### config.mk
export PLATFORM = sky130hd
export DESIGN_NAME = dual_stack_shared_memory_core_flat
export DESIGN_NICKNAME = d
export VERILOG_FILES = /design/src/hw/rtl/dssm_pkg.sv /design/src/hw/rtl/dssm_req_if.sv /design/src/hw/rtl/dssm_rsp_if.sv /design/src/hw/rtl/dual_stack_shared_memory_core.sv /design/src/flat_wrapper.sv
export SDC_FILE = /design/constraint.sdc
export NUM_CORES = 1
export LEC_CHECK = 0
export BUFFER_PORTS_ARGS = -buffer_cell sky130_fd_sc_hd__buf_2
export CAP_MARGIN = 10
export CORE_MARGIN = 2
export CORE_UTILIZATION = 30
export CTS_CLUSTER_SIZE = 40
export DETAILED_ROUTE_END_ITERATION = 6
export PLACE_DENSITY = 0.42
export SLEW_MARGIN = 20
export SYNTH_ARGS = -nofsm -noshare
export SYNTH_HDL_FRONTEND = slang
export SYNTH_SLANG_ARGS = --single-unit
### constraint.sdc
create_clock -name clk -period 9.6 [get_ports clk]
set_input_delay 1.92 -clock clk [delete_from_list [all_inputs] [get_ports clk]]
set_output_delay 1.92 -clock clk [all_outputs]
set_load 0.02 [all_outputs]
### src/hw/rtl/dssm_pkg.sv
// Package: shared types and constants for the dual stack shared memory core.
`default_nettype none

package dssm_pkg;

	localparam int DEPTH_DEF = 16;
	localparam int DATA_W    = 32;
	localparam int FUNC_W    = 3;
	localparam int STATUS_W  = 2;

	// Low two bits of func; bit 2 selects stack B.
	typedef enum logic [1:0] {
		OP_PUSH = 2'd0,
		OP_POP  = 2'd1,
		OP_PEEK = 2'd2,
		OP_LIST = 2'd3
	} op_t;

	typedef enum logic [STATUS_W-1:0] {
		STAT_OK       = 2'd0,
		STAT_OVERFLOW = 2'd1,
		STAT_EMPTY    = 2'd2
	} status_t;

endpackage : dssm_pkg

`default_nettype wire

### src/hw/rtl/dssm_req_if.sv
// Interface: request channel (operation code and push value).
`default_nettype none

interface dssm_req_if
	import dssm_pkg::*;
();
	logic                     valid;
	logic                     ready;
	logic [FUNC_W-1:0]        func;
	logic signed [DATA_W-1:0] push_value;

	modport source (output valid, output func, output push_value, input ready);
	modport sink   (input valid, input func, input push_value, output ready);
endinterface : dssm_req_if

`default_nettype wire

### src/hw/rtl/dssm_rsp_if.sv
// Interface: response channel (data, status, last marker).
`default_nettype none

interface dssm_rsp_if
	import dssm_pkg::*;
();
	logic                     valid;
	logic                     ready;
	logic signed [DATA_W-1:0] data;
	logic [STATUS_W-1:0]      status;
	logic                     last;

	modport source (output valid, output data, output status, output last, input ready);
	modport sink   (input valid, input data, input status, input last, output ready);
endinterface : dssm_rsp_if

`default_nettype wire

### src/hw/rtl/dual_stack_shared_memory_core.sv
// Top level: two stacks sharing one synchronous memory, A from the bottom, B from the top.
//
//  Channel | Dir | Payload                         | Transaction
//  --------+-----+---------------------------------+----------------------------------
//  req     | in  | func[2:0], push_value[31:0]     | one operation (push/pop/peek/list)
//  rsp     | out | data[31:0], status[1:0], last   | one result; list gives one per elem
//
//  Sequence: a request is taken in IDLE, then in RESP its single result is loaded into
//  the output register once it is free. A list of n elements gives n results, one
//  result per cycle unless rsp.ready stalls the output, set by the single memory read
//  port (one word per cycle, registered read data).
//  Reset: arst_n clears both counts, the sequencer and the output valid; the memory
//  itself is not cleared, only words written by a push are ever read.
//  Stalls: the output register holds a result while rsp.ready is low; the sequencer
//  waits in RESP and issues no new read until the register frees up. A request may
//  be accepted while the last result of the previous one still waits.
`default_nettype none

module dual_stack_shared_memory_core
	import dssm_pkg::*;
#(
	parameter int DEPTH = DEPTH_DEF
) (
	input  wire logic    clk,
	input  wire logic    arst_n,
	dssm_req_if.sink     req,
	dssm_rsp_if.source   rsp
);

	localparam int AW = (DEPTH > 1) ? $clog2(DEPTH) : 1;   // word address
	localparam int CW = $clog2(DEPTH + 1);                  // element count 0..DEPTH

	typedef enum logic {
		S_IDLE,
		S_RESP
	} state_t;

	state_t state_q;

	// Stack occupancy
	logic [CW-1:0] count_a_q, count_b_q;

	// Per-request context
	logic          b_q;        // stack B selected
	logic          list_q;     // list in progress
	logic          use_mem_q;  // result data comes from memory read
	status_t       status_q;
	logic [AW-1:0] pos_q;      // element position being read, 0 = bottom

	// Output register
	logic                     out_valid_q;
	logic signed [DATA_W-1:0] out_data_q;
	status_t                  out_status_q;
	logic                     out_last_q;

	// Shared storage and its registered read port
	logic signed [DATA_W-1:0] mem [DEPTH];
	logic signed [DATA_W-1:0] rd_data_q;

	logic          rd_en, wr_en;
	logic [AW-1:0] rd_addr, wr_addr, rd_pos;

	logic          accept, out_free, advance, more;
	logic          sel_b, full;
	op_t           op;
	logic [CW-1:0] n_in, n_dec;

	// Element position -> word address. B is mirrored from the top word.
	function automatic logic [AW-1:0] slot(input logic is_b, input logic [AW-1:0] pos);
		logic [AW-1:0] top;
		top = AW'(DEPTH - 1);
		return is_b ? (top - pos) : pos;
	endfunction

	assign sel_b = req.func[FUNC_W-1];
	assign op    = op_t'(req.func[1:0]);
	assign n_in  = sel_b ? count_b_q : count_a_q;
	assign n_dec = n_in - CW'(1);
	assign full  = ({1'b0, count_a_q} + {1'b0, count_b_q}) >= (CW+1)'(DEPTH);

	assign req.ready = (state_q == S_IDLE);
	assign accept    = req.valid && req.ready;
	assign out_free  = !out_valid_q || rsp.ready;
	assign advance   = (state_q == S_RESP) && out_free;
	assign more      = list_q && (pos_q != '0);

	// Reads: top element on accept, next lower element when a list result is loaded.
	// Only one request is in flight, so a push write never races a read of that word.
	always_comb begin
		rd_pos  = (state_q == S_IDLE) ? n_dec[AW-1:0] : (pos_q - AW'(1));
		rd_addr = slot((state_q == S_IDLE) ? sel_b : b_q, rd_pos);
		rd_en   = (accept && (op != OP_PUSH) && (n_in != '0)) || (advance && more);
		wr_en   = accept && (op == OP_PUSH) && !full;
		wr_addr = slot(sel_b, n_in[AW-1:0]);
	end

	always_ff @(posedge clk) begin
		if (wr_en) begin
			mem[wr_addr] <= req.push_value;
		end
		if (rd_en) begin
			rd_data_q <= mem[rd_addr];
		end
	end

	// Sequencer, counts and output register
	always_ff @(posedge clk or negedge arst_n) begin
		if (!arst_n) begin
			state_q      <= S_IDLE;
			count_a_q    <= '0;
			count_b_q    <= '0;
			b_q          <= 1'b0;
			list_q       <= 1'b0;
			use_mem_q    <= 1'b0;
			status_q     <= STAT_OK;
			pos_q        <= '0;
			out_valid_q  <= 1'b0;
			out_data_q   <= '0;
			out_status_q <= STAT_OK;
			out_last_q   <= 1'b0;
		end else begin
			// load a new result, else drop the one taken by the sink
			if (advance) begin
				out_valid_q <= 1'b1;
			end else if (rsp.ready) begin
				out_valid_q <= 1'b0;
			end

			case (state_q)
				S_IDLE: begin
					if (accept) begin
						b_q     <= sel_b;
						list_q  <= 1'b0;
						state_q <= S_RESP;
						if (op == OP_PUSH) begin
							use_mem_q <= 1'b0;
							status_q  <= full ? STAT_OVERFLOW : STAT_OK;
							if (!full) begin
								if (sel_b) count_b_q <= count_b_q + CW'(1);
								else       count_a_q <= count_a_q + CW'(1);
							end
						end else if (n_in == '0) begin
							use_mem_q <= 1'b0;
							status_q  <= STAT_EMPTY;
						end else begin
							use_mem_q <= 1'b1;
							status_q  <= STAT_OK;
							list_q    <= (op == OP_LIST);
							pos_q     <= n_dec[AW-1:0];
							if (op == OP_POP) begin
								if (sel_b) count_b_q <= n_dec;
								else       count_a_q <= n_dec;
							end
						end
					end
				end
				S_RESP: begin
					if (advance) begin
						out_data_q   <= use_mem_q ? rd_data_q : '0;
						out_status_q <= status_q;
						out_last_q   <= !more;
						if (more) begin
							pos_q <= pos_q - AW'(1);
						end else begin
							state_q <= S_IDLE;
						end
					end
				end
				default: begin
					state_q <= S_IDLE;
				end
			endcase
		end
	end

	assign rsp.valid  = out_valid_q;
	assign rsp.data   = out_data_q;
	assign rsp.status = out_status_q;
	assign rsp.last   = out_last_q;

	// The two stacks never overlap.
	a_no_overlap: assert property (@(posedge clk) disable iff (!arst_n)
		({1'b0, count_a_q} + {1'b0, count_b_q}) <= (CW+1)'(DEPTH))
		else $error("stack counts exceed memory depth");

	// A list walk stays inside the selected stack.
	a_list_in_range: assert property (@(posedge clk) disable iff (!arst_n)
		(state_q == S_RESP && list_q) |-> ({1'b0, pos_q} < (b_q ? count_b_q : count_a_q)))
		else $error("list position beyond stack top");

	// Error results carry zero data and end the request.
	a_err_result: assert property (@(posedge clk) disable iff (!arst_n)
		(rsp.valid && rsp.status != STAT_OK) |-> (rsp.data == '0 && rsp.last))
		else $error("error result with data or without last");

	// An accepted request always produces a result stage next.
	a_accept_resp: assert property (@(posedge clk) disable iff (!arst_n)
		accept |=> (state_q == S_RESP))
		else $error("accepted request did not enter RESP");

	// A push result is loaded the cycle after its acceptance when the output is free.
	a_push_latency: assert property (@(posedge clk) disable iff (!arst_n)
		(accept && op == OP_PUSH) ##1 out_free |=> (rsp.valid && rsp.last))
		else $error("push result not delivered");

endmodule : dual_stack_shared_memory_core

`default_nettype wire
### src/flat_wrapper.sv
// flat-port wrapper written by rule: the top's interface ports become plain ports
module dual_stack_shared_memory_core_flat import dssm_pkg::*;
#(
	parameter int DEPTH = DEPTH_DEF
)
  (clk, arst_n, req_valid, req_func, req_push_value, req_ready, rsp_valid, rsp_data, rsp_status, rsp_last, rsp_ready);
  dssm_req_if req_i ();
  dssm_rsp_if rsp_i ();
  input  wire logic clk;
  input  wire logic arst_n;
  input wire logic [$bits(req_i.valid)-1:0] req_valid;
  input wire logic [$bits(req_i.func)-1:0] req_func;
  input wire logic [$bits(req_i.push_value)-1:0] req_push_value;
  output wire logic [$bits(req_i.ready)-1:0] req_ready;
  output wire logic [$bits(rsp_i.valid)-1:0] rsp_valid;
  output wire logic [$bits(rsp_i.data)-1:0] rsp_data;
  output wire logic [$bits(rsp_i.status)-1:0] rsp_status;
  output wire logic [$bits(rsp_i.last)-1:0] rsp_last;
  input wire logic [$bits(rsp_i.ready)-1:0] rsp_ready;
  assign req_i.valid = req_valid;
  assign req_i.func = req_func;
  assign req_i.push_value = req_push_value;
  assign req_ready = req_i.ready;
  assign rsp_valid = rsp_i.valid;
  assign rsp_data = rsp_i.data;
  assign rsp_status = rsp_i.status;
  assign rsp_last = rsp_i.last;
  assign rsp_i.ready = rsp_ready;
  dual_stack_shared_memory_core #(.DEPTH(DEPTH)) u_core (.clk(clk), .arst_n(arst_n), .req(req_i), .rsp(rsp_i));
endmodule
==> results.toml, run 1 <==
[worst_hold_path]
hp-class = "flop to flop"

[global_routing]
antenna_found_initial = 9
grt_remaining_overflow = 0
grt_pass1_vias = 19500
global_routing_usage_summed_across_all_routing_layers_pct = 18.2
grt_first_pass_wirelength_um = 133000
maximum_number_of_pins_on_one_net_before_global_route_repair = 94

[worst_setup_path]
crit_buf_inv = 4
critPathLaunchType = "input port"
timing.critical_path.slowest_cell_delay_ns = 0.57
crit_path_end_kind = "flop"
timing.critical_path.cells = "buf_2 -> inv_1 -> a21oi_1 -> ha_1 -> xnor2_1 -> mux2_4 -> buf_4 -> nand4_2 -> buf_4 -> a21oi_1 -> nor4_2 -> mux2i_1"
critical_path.slowest_cell = "sky130_fd_sc_hd__buf_4"
cp_data_required_time_ns = 9.93
path_class = "input port to flop"
crit_family = "buffers and inverters"
crit_arrival_ns = 5.81
critical_path_peak_fanout = 38

[clock_network]
post_cts_resize_count = 0
clk_pin_slew_ns = 0.06
cts_max_level = 3
numCtsBuffers = 73
cts.sink_count = 600
post_cts_setup_buffer_count = 0
insertion_delay_ns = 0.64
tritoncts = "done"
postCtsHoldBufs = 0
cts-root-buf = "sky130_fd_sc_hd__clkbuf_16"
cts-root-to-sink-buffers = 3

[power_and_ir_drop]
power.combinational.fraction_pct = 49.9
seq_power_share_pct = 27.8
pwr_density_cell_nw_per_um2 = 374
intPower_mw = 6.93
switching_power_mw = 5.37
netSwitchingFraction_pct = 43.7
leakage_power_summed_over_all_cells_nw = 11.5
irDropWorstVdd_mv = 0.395
share_clk_of_total_power_pct = 22.4

[logic_synthesis]
dominantRegCellSynth = "sky130_fd_sc_hd__edfxtp_1"
synth_adder_area_share_pct = 0.389
synth_seq_area_share_pct = 61.3
yosysWarnings = 0
netlist-cell-type-count = 66
synth_compound_area_share_pct = 10.5
ys_ff_latch = 600
asyncSetResetFlopFracSynth_pct = 9.33
synth_xor_area_share_pct = 0.437
synth_top_family_by_area = "simple AND/OR/NAND/NOR gates"
syn-instance-count = 2359
post_synth_and_or_nand_nor_area_fraction_pct = 14.6
post_synth_mux_area_share_pct = 9.27
post_synth.cell_area_avg_sq_um = 12.3
synth_enable_flop_cells = 544
post_synth_instance_area_sq_um = 28900
synth.net_count = 2407

[drt]
drt-met1-wl_um = 40600
drt_pre_antenna_iters = 6
route.detailed.wl_per_inst_um = 24.8
met3WireLength_um = 4280
wl_met2_um = 43300
totalWireLength_um = 90800
route.antenna.remaining_nets = 0
num_vias = 19600
routed.top_layer = "met5"
drt_drc_violations_left = 0
vias_per_cell = 5.34
initialDrtViolationCount = 1592

[floorplan]
chipWidth_um = 315
core_area_sq_um = 95300
fp.dieArea_sq_um = 98900
fp-row-count = 113
start_util_pct = 30.4
die_h_um = 315
floorplan.io_pins = 76

[timing]
layout_min_cycle_time_ns = 5.48
setup_repair_after_global_routing_missed_its_margin = "no"
setup_tns_ns = 0
max-slew-margin-rel_pct = 29.9
fin_skew_ns = 0.0307
final_period_util_pct = 57.1
maxClockFrequency_mhz = 182
number_of_slew_limit_violations_in_the_final_report = 0
finalSetupViolations = 0
tightestPinTransition_ns = 1.05
final_hold_violating_endpoints = 0

[cells_and_area]
final_net_count = 2387
most_common_cell_after_layout_fill_and_taps_aside = "sky130_fd_sc_hd__edfxtp_1"
layout_common_cells = "544 x sky130_fd_sc_hd__edfxtp_1, 343 x sky130_fd_sc_hd__nand2_1, 262 x sky130_fd_sc_hd__mux2i_1, 164 x sky130_fd_sc_hd__o21ai_0, 138 x sky130_fd_sc_hd__nand3_1"
area_delta_synth_final_pct = 13.7
drive_above_1_share_pct = 13.8
finish.instance_area_sq_um = 32900
stdcell_count = 3666

[run_status]
run_status = "completed"

[placement]
placedInstanceArea_sq_um = 30500
gp_congestion = 0.763
place_inst = 3528
place.detailed.hpwl_um = 47800
port-buffer-count = 75

[flow_run]
max_cap_viol_count = 0
state kept, by name, summed over array words and instances (netlist names):
| register | cells |
|---|---|
| u_core.rsp.valid | 1 |
| u_core.status_q | 2 |
| u_core.rd_data_q | 32 |
| u_core.pos_q | 4 |
| u_core.rsp.last | 1 |
| u_core.mem | 512 |
| u_core.count_b_q | 5 |
| u_core.rsp.status | 2 |
| u_core.count_a_q | 5 |
| u_core.state_q | 1 |
| u_core.list_q | 1 |
| u_core.rsp.data | 32 |
| u_core.use_mem_q | 1 |
| u_core.b_q | 1 |
tightest hold or removal path, cell delays in order (launching register included):
cell                      delay (ns)
sky130_fd_sc_hd__dfrtp_1        0.33
sky130_fd_sc_hd__nand2_1        0.05
sky130_fd_sc_hd__o21ai_0        0.06
synth_stat cells (6+ instances only):
| cell type | count | area [sq um] |
|---|---|---|
| sky130_fd_sc_hd__a211oi_1 | 64 | 480 |
| sky130_fd_sc_hd__a21oi_2 | 32 | 280 |
| sky130_fd_sc_hd__nand3_1 | 139 | 696 |
| sky130_fd_sc_hd__buf_6 | 7 | 78.8 |
| sky130_fd_sc_hd__clkbuf_1 | 125 | 469 |
| sky130_fd_sc_hd__nor3_1 | 7 | 35.0 |
| sky130_fd_sc_hd__clkbuf_2 | 6 | 30.0 |
| sky130_fd_sc_hd__a311oi_1 | 64 | 561 |
| sky130_fd_sc_hd__nor2_1 | 32 | 120 |
| sky130_fd_sc_hd__nand2_1 | 346 | 1300 |
| sky130_fd_sc_hd__inv_1 | 7 | 26.3 |
| sky130_fd_sc_hd__edfxtp_1 | 544 | 16300 |
| sky130_fd_sc_hd__nor4_2 | 30 | 375 |
| sky130_fd_sc_hd__xnor2_1 | 7 | 61.3 |
| sky130_fd_sc_hd__mux2i_1 | 262 | 2620 |
| sky130_fd_sc_hd__o21ai_0 | 164 | 821 |
| sky130_fd_sc_hd__a21oi_1 | 107 | 536 |
| sky130_fd_sc_hd__nor2b_1 | 66 | 413 |
| sky130_fd_sc_hd__buf_4 | 7 | 52.6 |
| sky130_fd_sc_hd__and4_1 | 128 | 1120 |
| sky130_fd_sc_hd__buf_1 | 11 | 41.3 |
| sky130_fd_sc_hd__dfrtp_1 | 56 | 1400 |
| sky130_fd_sc_hd__buf_2 | 60 | 300 |
| sky130_fd_sc_hd__o21ai_1 | 13 | 65.1 |
| sky130_fd_sc_hd__ha_1 | 9 | 113 |
metal layers:
metal | global-route usage, % | vias up
met5 | 0 | -
met4 | 5.93 | 4
met3 | 3.01 | 145
met2 | 30.2 | 483
met1 | 24.0 | 9972
li1 | - | 8965
kinds of logic after synthesis:
group | Yosys count
AND/OR/NAND/NOR | 772
XOR/XNOR | 12
flip-flops | 600
AO/OA/AOI/OAI | 475
buffers and inverters | 224
adder cells (fa/ha/maj) | 9
multiplexers | 267
path summary, 6_finish.rpt:
kind	start	end	slack, ns	cells after the start
hold / removal	u_core.rsp.data[29]$_DFFE_PN0P_	u_core.rsp.data[29]$_DFFE_PN0P_	0.47	2
hold reg to reg	u_core.rsp.data[29]$_DFFE_PN0P_	u_core.rsp.data[29]$_DFFE_PN0P_	0.47	2
min in group asynchronous	arst_n	u_core.rsp.status[1]$_DFFE_PN0P_	1.44	1
setup / recovery	req_func[2]	u_core.rd_data_q[11]$_DFFE_PP_	4.12	12
setup reg to reg	u_core.count_b_q[0]$_DFFE_PN0P_	u_core.rd_data_q[11]$_DFFE_PP_	5.30	11
max in group asynchronous	arst_n	u_core.state_q$_DFF_PN0_	7.45	1
final cells by class:
type | instances | area [sq um]
clock inverter | 38 | 392
fill | 9323 | 62400
antenna | 1 | 2.50
tap | 1265 | 1580
timing repair buffer | 121 | 736
inverter | 8 | 35.0
sequential | 600 | 17700
multi-input combinational | 1535 | 10400
clock buffer | 98 | 1990
stage by stage:
| step | setup WS, ns | util [%] | total power, mW | hold WS (ns) |
|---|---|---|---|---|
| after global routing | 3.78 | 34.5 | 13.0 | 0.510 |
| after CTS | 4.15 | 34.5 | 12.5 | 0.479 |
| after floorplan | 4.56 | - | 7.80 | 0.444 |
| after detailed placement | 3.50 | 32.0 | 9.67 | 0.467 |
| after global placement | 3.63 | 32.0 | 9.58 | 0.465 |
| final | 4.12 | 34.5 | 12.3 | 0.472 |
power by group through the flow:
stage                     Clock, mW  Combinational, mW  Sequential (mW)
after floorplan                   0               4.40             3.40
after global placement            0               6.11             3.47
after detailed placement          0               6.20             3.47
after CTS                      2.83               6.21             3.42
after global routing           2.93               6.67             3.44
final                          2.75               6.14             3.42
Power figures use the tool's default switching activity.
==> run 2, diff against run 1 <==
clock period = 5.2 ns   (was 9.6 ns; I/O delays follow)
==> results.toml, run 2 (synthesis gave the netlist of run 1 again) <==
[floorplan]
die_h_um = 315
fp.dieArea_sq_um = 98900
fp-row-count = 113
start_util_pct = 30.4
core_area_sq_um = 95300
floorplan.io_pins = 76
chipWidth_um = 315

[clock_network]
post_cts_setup_buffer_count = 0
insertion_delay_ns = 0.62
tritoncts = "done"
cts-root-to-sink-buffers = 3
cts-root-buf = "sky130_fd_sc_hd__clkbuf_16"
clk_pin_slew_ns = 0.06
cts_max_level = 3
postCtsHoldBufs = 0
post_cts_resize_count = 0
cts.sink_count = 600
numCtsBuffers = 73

[cells_and_area]
finish.instance_area_sq_um = 33100
drive_above_1_share_pct = 14.0
final_net_count = 2395
area_delta_synth_final_pct = 14.5
layout_common_cells = "544 x sky130_fd_sc_hd__edfxtp_1, 343 x sky130_fd_sc_hd__nand2_1, 262 x sky130_fd_sc_hd__mux2i_1, 164 x sky130_fd_sc_hd__o21ai_0, 138 x sky130_fd_sc_hd__nand3_1"
number_of_flip_flops_under_the_largest_register_name = 512
most_common_cell_after_layout_fill_and_taps_aside = "sky130_fd_sc_hd__edfxtp_1"
registers.top_by_ff_count = "u_core.mem"
layout.filler_cells = 9379

[timing]
fin_skew_ns = 0.0318
maxClockFrequency_mhz = 248
worst_case_hold_slack_ns = 0.479
setup_repair_after_global_routing_missed_its_margin = "no"
number_of_slew_limit_violations_in_the_final_report = 0
layout_min_cycle_time_ns = 4.03
final_period_util_pct = 77.5
max-slew-margin-rel_pct = 31.1
final_hold_violating_endpoints = 0
tightestPinTransition_ns = 1.03
finalSetupViolations = 0
setup_tns_ns = 0

[worst_setup_path]
crit_path_end_kind = "primary output"
crit_arrival_ns = 2.99
r2r_start = "u_core.count_a_q[1]$_DFFE_PN0P_"
cp_data_required_time_ns = 4.16
critical_path_peak_fanout = 72
ff2ff_path_depth = 8
worst_reg_to_reg_setup_slack_ns = 1.51
critical_path.slowest_cell = "sky130_fd_sc_hd__dfrtp_4"
timing.critical_path.slowest_cell_delay_ns = 0.72
critPathLaunchType = "flop"
rr_endpoint = "u_core.mem[12][30]$_DFFE_PP_"
timing.critical_path.cells = "inv_6 -> buf_4 -> buf_2"
path_class = "flop to primary output"

[drt]
drt_drc_violations_left = 0
totalWireLength_um = 91400
initialDrtViolationCount = 1704
route.detailed.wl_per_inst_um = 24.9
vias_per_cell = 5.34
num_vias = 19600
route.antenna.remaining_nets = 0
drt_pre_antenna_iters = 5

[flow_run]
max_cap_viol_count = 0

[worst_hold_path]
timing.hold.worst.start = "u_core.rsp.data[1]$_DFFE_PN0P_"
hold_depth = 2
hold_end = "u_core.rsp.data[1]$_DFFE_PN0P_"
hp-class = "flop to flop"

[global_routing]
grt_remaining_overflow = 0
grt_first_pass_wirelength_um = 136000
antenna_found_initial = 9
grt_pass1_vias = 19800
maximum_number_of_pins_on_one_net_before_global_route_repair = 132
global_routing_usage_summed_across_all_routing_layers_pct = 18.5

[power_and_ir_drop]
irDropWorstVdd_mv = 0.725
pwr_density_cell_nw_per_um2 = 686
power.total_mw = 22.7
leakage_power_summed_over_all_cells_nw = 11.6

[placement]
gp_congestion = 0.786
port-buffer-count = 75
placedInstanceArea_sq_um = 30800
place.detailed.hpwl_um = 49800

[run_status]
run_status = "completed"
## run 2: cell count changes in the layout (fill, tap and decap cells not counted), sizes merged
cell / before / now
clkinv: 27 / 25
clkbuf: 98 / 106
diode: 1 / 3
inv: 14 / 10
buf: 121 / 129
bufinv: 5 / 2
## run 2: worst max-delay path by stage
stage,startpoint,to,slack (ns)
2_1_floorplan,req_func[2],u_core.pos_q[2]$_DFFE_PN0P_,1.04
3_3_place_gp,req_func[2],u_core.rd_data_q[7]$_DFFE_PP_,0.89
3_5_place_dp,req_func[2],u_core.rd_data_q[7]$_DFFE_PP_,0.80
4_1_cts,u_core.state_q$_DFF_PN0_,req_ready,1.14
5_1_grt,u_core.state_q$_DFF_PN0_,req_ready,1.04
6_report,u_core.state_q$_DFF_PN0_,req_ready,1.17
## run 2: layout make-up
class	instances	area [sq um]	area share, %
antenna	3	7.51	0.0227
clock buffer	106	2060	6.23
clock inverter	29	239	0.722
inverter	8	35.0	0.106
multi-input combinational	1535	10400	31.4
sequential	600	17700	53.6
tap	1265	1580	4.78
timing repair buffer	129	1050	3.16
## run 2: power breakdown
group / switching, mW / internal, mW
clock network: 2.05 / 2.87
registers: 0.425 / 5.87
logic: 7.39 / 4.14
total: 9.86 / 12.9
## run 2: metrics by stage
stage / util (%) / setup WS, ns / instances
final: 34.8 / 1.17 / 3675
after global routing: 34.7 / 1.04 / 3672
after CTS: 34.7 / 1.14 / 3672
after detailed placement: 32.3 / 0.796 / 3537
after global placement: 32.3 / 0.894 / 3537
after floorplan: - / 1.04 / 2359
## run 2: critical path: cells and delay by family (launching register included)
family | cells | cell delay [ns]
buf+inv | 3 | 1.49
flops | 1 | 0.72
## run 2: routing by layer
| metal | part of all wire [%] | wire, um | up-vias | track usage [%] |
|---|---|---|---|---|
| met2 | 48 | 43800 | 450 | 30.6 |
| li1 | - | - | 8979 | - |
| met5 | 0.011 | 10 | - | 0 |
| met1 | 46 | 42000 | 10100 | 25.5 |
| met4 | 1.9 | 1700 | 2 | 4.98 |
| met3 | 4.3 | 3970 | 106 | 2.21 |
